## config.mk

```make
export PLATFORM = sky130hd
export DESIGN_NAME = double_ended_queue
export DESIGN_NICKNAME = d
export VERILOG_FILES = /design/src/rtl/dqe_pkg.sv /design/src/rtl/dqe_cell.sv /design/src/rtl/double_ended_queue.sv
export SDC_FILE = /design/constraint.sdc
export NUM_CORES = 1
export LEC_CHECK = 0
export BUFFER_PORTS_ARGS = -buffer_cell sky130_fd_sc_hd__buf_2
export CAP_MARGIN = 30
export CORE_MARGIN = 1
export CORE_UTILIZATION = 64
export CTS_CLUSTER_SIZE = 24
export DETAILED_ROUTE_END_ITERATION = 6
export GPL_TIMING_DRIVEN = 0
export PLACE_DENSITY_LB_ADDON = 0.08
export SYNTH_ARGS = -nofsm -noshare
export SYNTH_HDL_FRONTEND = slang
export SYNTH_HIERARCHICAL = 1
export SYNTH_SLANG_ARGS = --single-unit
```

## constraint.sdc

```tcl
create_clock -name clk -period 5.9 [get_ports clk]
set_input_delay 0.59 -clock clk [delete_from_list [all_inputs] [get_ports clk]]
set_output_delay 0.59 -clock clk [all_outputs]
set_load 0.1 [all_outputs]
```

## src/rtl/dqe_pkg.sv

```systemverilog
// dqe_pkg: shared constants, command and status codes, and the cell control struct
// for the double-ended queue. Depends on nothing.
package dqe_pkg;

    localparam int DEFAULT_CAPACITY = 16;
    localparam int DATA_W           = 32;
    localparam int CMD_W            = 2;
    localparam int ST_W             = 2;

    localparam logic [CMD_W-1:0] CMD_PUSH_FRONT = 2'd0;
    localparam logic [CMD_W-1:0] CMD_PUSH_BACK  = 2'd1;
    localparam logic [CMD_W-1:0] CMD_POP_FRONT  = 2'd2;
    localparam logic [CMD_W-1:0] CMD_POP_BACK   = 2'd3;

    localparam logic [ST_W-1:0] ST_DONE  = 2'd0;
    localparam logic [ST_W-1:0] ST_FULL  = 2'd1;
    localparam logic [ST_W-1:0] ST_EMPTY = 2'd2;

    // broadcast to every cell: one command that really changes the contents
    typedef struct packed {
        logic             en;
        logic [CMD_W-1:0] cmd;
    } dqe_op_t;

endpackage

```

## src/rtl/dqe_cell.sv

```systemverilog
// dqe_cell: one entry of the queue, ordered from the front, shifting with its neighbors.
// Depends on dqe_pkg.
module dqe_cell #(
    parameter int INDEX    = 0,
    parameter int CAPACITY = dqe_pkg::DEFAULT_CAPACITY,
    parameter int CNT_W    = $clog2(CAPACITY + 1)
) (
    input  logic                               clk,
    input  dqe_pkg::dqe_op_t                   op,
    input  logic [CNT_W-1:0]                   count,
    input  logic signed [dqe_pkg::DATA_W-1:0]  prev_data,
    input  logic signed [dqe_pkg::DATA_W-1:0]  next_data,
    input  logic signed [dqe_pkg::DATA_W-1:0]  push_value,
    output logic signed [dqe_pkg::DATA_W-1:0]  data
);
    import dqe_pkg::*;

    logic signed [DATA_W-1:0] data_reg;
    logic signed [DATA_W-1:0] data_next;
    logic                     at_tail;

    // first free slot behind the back entry
    assign at_tail = (count == CNT_W'(INDEX));

    always_comb
    begin
        data_next = data_reg;
        if (op.en)
        begin
            case (op.cmd)
                CMD_PUSH_FRONT: data_next = (INDEX == 0) ? push_value : prev_data;
                CMD_PUSH_BACK:  if (at_tail) data_next = push_value;
                CMD_POP_FRONT:  data_next = next_data;
                default:        data_next = data_reg;
            endcase
        end
    end

    always_ff @(posedge clk)
    begin
        data_reg <= data_next;
    end

    assign data = data_reg;

endmodule

```

## src/rtl/double_ended_queue.sv

```systemverilog
// double_ended_queue: top level, a row of dqe_cell entries plus count and result register.
// Depends on dqe_pkg and dqe_cell.
//
// Fixed-capacity double-ended queue of signed 32-bit values. Entries sit in a row of
// CAPACITY cells ordered from the front: cell 0 always holds the front entry and cell
// occupancy-1 the back entry. A push at the front shifts every cell one place toward
// the back and loads cell 0; a pop at the front shifts every cell one place toward the
// front; a push at the back loads the first free cell; a pop at the back just reads
// cell occupancy-1 and drops the count. Every accepted command gives exactly one result
// transfer carrying popped_value (zero unless a pop succeeded), status (done, full or
// empty) and the occupancy after the command. A push while full or a pop while empty
// changes nothing. It takes one command per clock while in_stall is low: the whole row
// shifts together and the back entry is read through one selector over the cells; the result
// waits in an output register, and in_stall is raised only while that register holds
// a result the consumer is stalling. No clearing pass: cell contents are undefined
// until written and are never read before that.
module double_ended_queue #(
    parameter int CAPACITY = dqe_pkg::DEFAULT_CAPACITY,
    parameter int CNT_W    = $clog2(CAPACITY + 1)
) (
    input  logic                               clk,
    input  logic                               rst_n,
    // command channel
    input  logic                               in_valid,
    output logic                               in_stall,
    input  logic [dqe_pkg::CMD_W-1:0]          command,
    input  logic signed [dqe_pkg::DATA_W-1:0]  push_value,
    // result channel
    output logic                               out_valid,
    input  logic                               out_stall,
    output logic signed [dqe_pkg::DATA_W-1:0]  popped_value,
    output logic [dqe_pkg::ST_W-1:0]           status,
    output logic [CNT_W-1:0]                   occupancy
);
    import dqe_pkg::*;

    localparam int IDX_W = (CAPACITY > 1) ? $clog2(CAPACITY) : 1;

    // count and result register
    logic [CNT_W-1:0]         count_reg;
    logic [CNT_W-1:0]         count_next;
    logic                     out_valid_reg;
    logic                     out_valid_next;
    logic signed [DATA_W-1:0] popped_reg;
    logic signed [DATA_W-1:0] popped_next;
    logic [ST_W-1:0]          status_reg;
    logic [ST_W-1:0]          status_next;

    logic                     accept;
    logic                     is_push;
    logic                     full;
    logic                     empty;
    dqe_op_t                  op;
    logic [CNT_W-1:0]         back_pos;
    logic signed [DATA_W-1:0] back_data;
    logic signed [DATA_W-1:0] cell_data [CAPACITY];

    // a new command transfers unless a finished result is being held back
    assign in_stall = out_valid_reg && out_stall;
    assign accept   = in_valid && !in_stall;

    assign is_push = (command == CMD_PUSH_FRONT) || (command == CMD_PUSH_BACK);
    assign full    = (count_reg == CNT_W'(CAPACITY));
    assign empty   = (count_reg == '0);

    // only commands that change the contents reach the cells
    assign op.en  = accept && (is_push ? !full : !empty);
    assign op.cmd = command;

    // back entry position, only meaningful when not empty
    assign back_pos  = count_reg - CNT_W'(1);
    assign back_data = cell_data[back_pos[IDX_W-1:0]];

    // row of cells, each fed by its neighbors; cell 0 sees push_value, the last cell its own data
    for (genvar i = 0; i < CAPACITY; i++)
    begin : g_cell
        logic signed [DATA_W-1:0] prev_d;
        logic signed [DATA_W-1:0] next_d;

        if (i == 0)
        begin : g_first
            assign prev_d = push_value;
        end
        else
        begin : g_mid_prev
            assign prev_d = cell_data[i-1];
        end

        if (i == CAPACITY - 1)
        begin : g_last
            assign next_d = cell_data[i];
        end
        else
        begin : g_mid_next
            assign next_d = cell_data[i+1];
        end

        dqe_cell #(
            .INDEX    (i),
            .CAPACITY (CAPACITY),
            .CNT_W    (CNT_W)
        ) u_cell (
            .clk        (clk),
            .op         (op),
            .count      (count_reg),
            .prev_data  (prev_d),
            .next_data  (next_d),
            .push_value (push_value),
            .data       (cell_data[i])
        );
    end

    // result and count for the accepted command
    always_comb
    begin
        count_next     = count_reg;
        popped_next    = popped_reg;
        status_next    = status_reg;
        out_valid_next = out_valid_reg && out_stall;
        if (accept)
        begin
            out_valid_next = 1'b1;
            popped_next    = '0;
            status_next    = ST_DONE;
            case (command)
                CMD_PUSH_FRONT, CMD_PUSH_BACK:
                begin
                    if (full)
                        status_next = ST_FULL;
                    else
                        count_next = count_reg + CNT_W'(1);
                end
                CMD_POP_FRONT:
                begin
                    if (empty)
                        status_next = ST_EMPTY;
                    else
                    begin
                        popped_next = cell_data[0];
                        count_next  = count_reg - CNT_W'(1);
                    end
                end
                default:
                begin
                    if (empty)
                        status_next = ST_EMPTY;
                    else
                    begin
                        popped_next = back_data;
                        count_next  = count_reg - CNT_W'(1);
                    end
                end
            endcase
        end
    end

    always_ff @(posedge clk or negedge rst_n)
    begin
        if (!rst_n)
        begin
            count_reg     <= '0;
            out_valid_reg <= 1'b0;
        end
        else
        begin
            count_reg     <= count_next;
            out_valid_reg <= out_valid_next;
        end
    end

    // result payload, no reset needed
    logic [CNT_W-1:0] occ_reg;

    always_ff @(posedge clk)
    begin
        popped_reg <= popped_next;
        status_reg <= status_next;
        if (accept)
            occ_reg <= count_next;
    end

    assign out_valid    = out_valid_reg;
    assign popped_value = popped_reg;
    assign status       = status_reg;
    assign occupancy    = occ_reg;

endmodule

```

==> metrics.md <==
| Metric | Value |
|---|---|
| Status | `complete, no violations` |
| Clk buf depth | `3` |
| Dpl hpwl | `81.2 mm` |
| DR top layer | `met5` |
| Sequential area share after synthesis | `50.5%` |
| Vias | `26.9k` |
| Sink Count | `557` |
| RSZ-0062 raised after global routing | `false` |
| Port bufs | `78` |
| Ys flop type | `edfxtp_1` |
| Met3 WL | `15.8 mm` |
| Worst vdd ir | `0.305 mV` |
| Gate Count Post-Synth | `2803` |
| Multi-input logic area | `0.0140 mm²` |
| Placed cells | `3570` |
| Initial antenna violation count | `3` |
| H-tree depth | `2` |
| Max stage delay on crit path | `0.97 ns` |
| Endpoints failing setup | `0` |
| CTS resizes | `0` |
| Wirelength per Cell | `29.1 µm` |
| Die Area | `0.0525 mm²` |
| Multiplexer share of the synthesized area | `12.3%` |
| Simple-gate share of the synthesized area | `7.70%` |
| Max Fanout on Critical Path | `33` |
| Power per cell area | `419 mW/mm²` |
| Fraction of synthesis flops using an asynchronous set or reset pin | `1.08%` |
| Fin cells | `3681` |
| Crit path required time | `6.24 ns` |
| Cell Area, Synth | `0.0330 mm²` |
| Max cap viols | `0` |
| CP startpoint kind | `flop` |
| DR vias/cell | `7.31` |
| Crit path kind | `reg -> reg` |
| XOR/XNOR share of the synthesized area | `0.0757%` |
| Max_slew headroom | `33.4%` |
| Die X-Extent | `229 µm` |
| Starting Density | `65.3%` |
| Arrival time at the worst endpoint | `5.46 ns` |
| R2r worst-path depth | `11` |
| Post-route DRC violation count | `0` |
| CTS tree | `yes` |
| Sequential cell area | `0.0167 mm²` |
| Top cells by area, synth | `edfxtp_1, a22oi_1, mux4_2, a21oi_1, nor2_1` |
| Critical path, cell by cell | `buf_6 > buf_6 > buf_2 > inv_1 > ha_1 > or3b_2 > a21oi_1 > nor2_4 > inv_1 > o32ai_4 > buf_8` |
| ANT nets after route | `0` |
| CP max-delay cell | `dfrtp_1` |
| Final hold violations | `0` |
| Synth cell types | `53` |
| Worst r2r src | `count_reg[0]` |
| Routed wl met2 | `47.6 mm` |
| Crit. End Element | `flop` |
| Final WS setup | `0.781 ns` |
| Period Utilization, post-route | `86.8%` |
| RR Endpoint | `g_cell[14].u_cell/data[13]` |
| Pre-CTS setup slack | `0.962 ns` |
| Slew @ Worst Pin | `0.998 ns` |
| Initial drt markers | `4412` |
| Clock root cell | `clkbuf_16` |
| Core box area | `0.0506 mm²` |
| Layout cells sized above 1 | `22.3%` |
| Placer Congestion | `1.05` |
| Net Count, Synth | `2888` |
| Post-layout util | `72.8%` |
| EDFF count, synth | `551` |
| Site row count | `82` |
| Cell taking the most area after synthesis | `edfxtp_1` |
| Max FFs per register | `512` |
| Max Clock Skew | `0.0272 ns` |
| Fin crit period | `5.12 ns` |
| Pre-Repair DR Iteration Count | `6` |
| Worst Hold Class | `in -> reg` |
| Avg Cell Area, Syn | `11.8 µm²` |
| Yosys warning count | `6` |
| GRT overflow | `0` |
| Crit path from | `count_reg[0]` |
| Aggregate routed wire length | `107 mm` |
| First-pass GRT wire length | `160 mm` |
| Slew Limit Fails | `0` |
| Total GRT Usage | `40.6%` |
| Flops & latches, synth | `557` |
| Main combinational cell family by area after synthesis | `compound AO/OA/AOI/OAI gates` |
| Die height | `229 µm` |
| Vias in the first global route | `26.0k` |
| Leakage | `12.8 nW` |
| Area grow syn2layout | `11.5%` |
| Max Fclk | `195 MHz` |
| Clk slew on worst S/H paths | `0.06 ns` |
| Reg2reg setup slack | `0.78 ns` |
| Final Power | `0.0154 W` |
| Skew-Pair Late Insertion Delay | `0.65 ns` |
| Compound-Gate Fraction of Synth Area | `20.2%` |
| Total CTS buffers | `59` |
| Nets | `3045` |
| I/O Pins | `79` |
| Critical path capture point | `g_cell[14].u_cell/data[13]` |
| Post-CTS Setup Inserts | `0` |
| Largest net degree at the start of global routing | `41` |
| # fillers | `3419` |
| Post-Synth Adder-Cell Area | `1.78%` |
| Yosys top cell area share | `50.1%` |
| Wl on met1 | `39.3 mm` |
-- worst max-delay path, delay by kind of cell (launching register included) --
kind | cells | cell delay [ns]
flip-flops | 1 | 0.97
AO/OA/AOI/OAI | 2 | 0.91
adder cells (fa/ha/maj) | 1 | 0.34
buffers and inverters | 6 | 1.52
AND/OR/NAND/NOR | 2 | 1.03
-- synth_stat cells, types with 2 or more instances --
library cell / count
edfxtp_1: 551
nor2_1: 500
a21oi_1: 487
a22oi_1: 476
mux4_2: 128
buf_6: 107
buf_2: 81
buf_4: 69
nand2_1: 66
inv_1: 50
ha_1: 47
mux2_2: 35
o211ai_1: 33
mux2i_1: 32
mux2_4: 30
o32ai_2: 15
clkbuf_1: 12
nand4b_1: 12
or3b_1: 7
dfrtp_1: 6
nand3b_1: 6
a22oi_2: 5
buf_1: 3
buf_12: 3
buf_8: 3
nand2b_1: 3
nand4bb_1: 3
nor3_1: 3
o21ai_0: 3
nand3_1: 2
o22ai_1: 2
or3_1: 2
-- cell type report --
cell class	count	share of cell area [%]
flip-flops and latches	557	45.3
multi-input cells	1918	38.1
plain buffers	278	6.22
clock buffers	74	4.27
well taps	672	2.28
repair buffers	96	1.83
clock inverters	35	1.40
inverters	50	0.510
diodes	1	0.00680
-- layer usage --
metal / track usage [%] / vias to the layer above
li1: - / 11200
met1: 57.4 / 12900
met2: 61.7 / 2520
met3: 8.43 / 288
met4: 16.5 / 2
met5: 0 / -
-- metrics by stage --
step | instance area [µm²] | hold WS (ns) | setup TNS, ns
floorplan | 33000 | 0.294 | 0
global placement | 34300 | 0.420 | -502.32
detailed placement | 34700 | 0.429 | 0
CTS | 36800 | 0.141 | 0
global route | 36800 | 0.156 | 0
finish | 36800 | 0.147 | 0
-- report_power, final --
part / internal (W) / switching [W]
Combinational: 0.00239 / 0.00377
Sequential: 0.00481 / 0.000374
Clock: 0.00245 / 0.00161
-- worst min-delay path by stage --
stage,startpoint,to,slack [ns],cells past startpoint
2_1_floorplan,rst_n,count_reg[0],0.29,0
3_3_place_gp,rst_n,count_reg[4],0.42,1
3_5_place_dp,rst_n,count_reg[4],0.43,1
4_1_cts,in_valid,out_valid,0.14,2
5_1_grt,in_valid,out_valid,0.16,2
6_report,in_valid,out_valid,0.15,2
-- what timing repair did --
item / CTS / global route
hold buffers: 1 / 0
endpoints found under the hold margin: 6 / 0
setup endpoints to repair: 0 / 0
-- logic make-up (layout without fill, tap and decap cells) --
family | Yosys count | after routing
XOR/XNOR | 2 | 2
adder cells (fa/ha/maj) | 47 | 47
AO/OA/AOI/OAI | 1029 | 1029
flip-flops | 557 | 557
multiplexers | 225 | 225
buffers and inverters | 328 | 533
AND/OR/NAND/NOR | 615 | 615
other | 0 | 1
-- layout by cell type (no fill, tap or decap), drive strengths merged, types with 2 or more instances in the layout --
cell type  count
edfxtp       551
nor2         500
a21oi        487
a22oi        481
buf          361
mux4         128
clkbuf        86
nand2         66
mux2          65
inv           51
ha            47
o211ai        33
mux2i         32
clkinv        18
o32ai         15
bufinv        13
nand4b        12
or3b           8
nand3b         6
dfrtp          6
o21ai          4
nand2b         3
clkinvlp       3
nand4bb        3
nor3           3
nor4           3
o22ai          2
nand3          2
or3            2
nor4b          2
No activity file was read; power rests on OpenSTA's default activity.
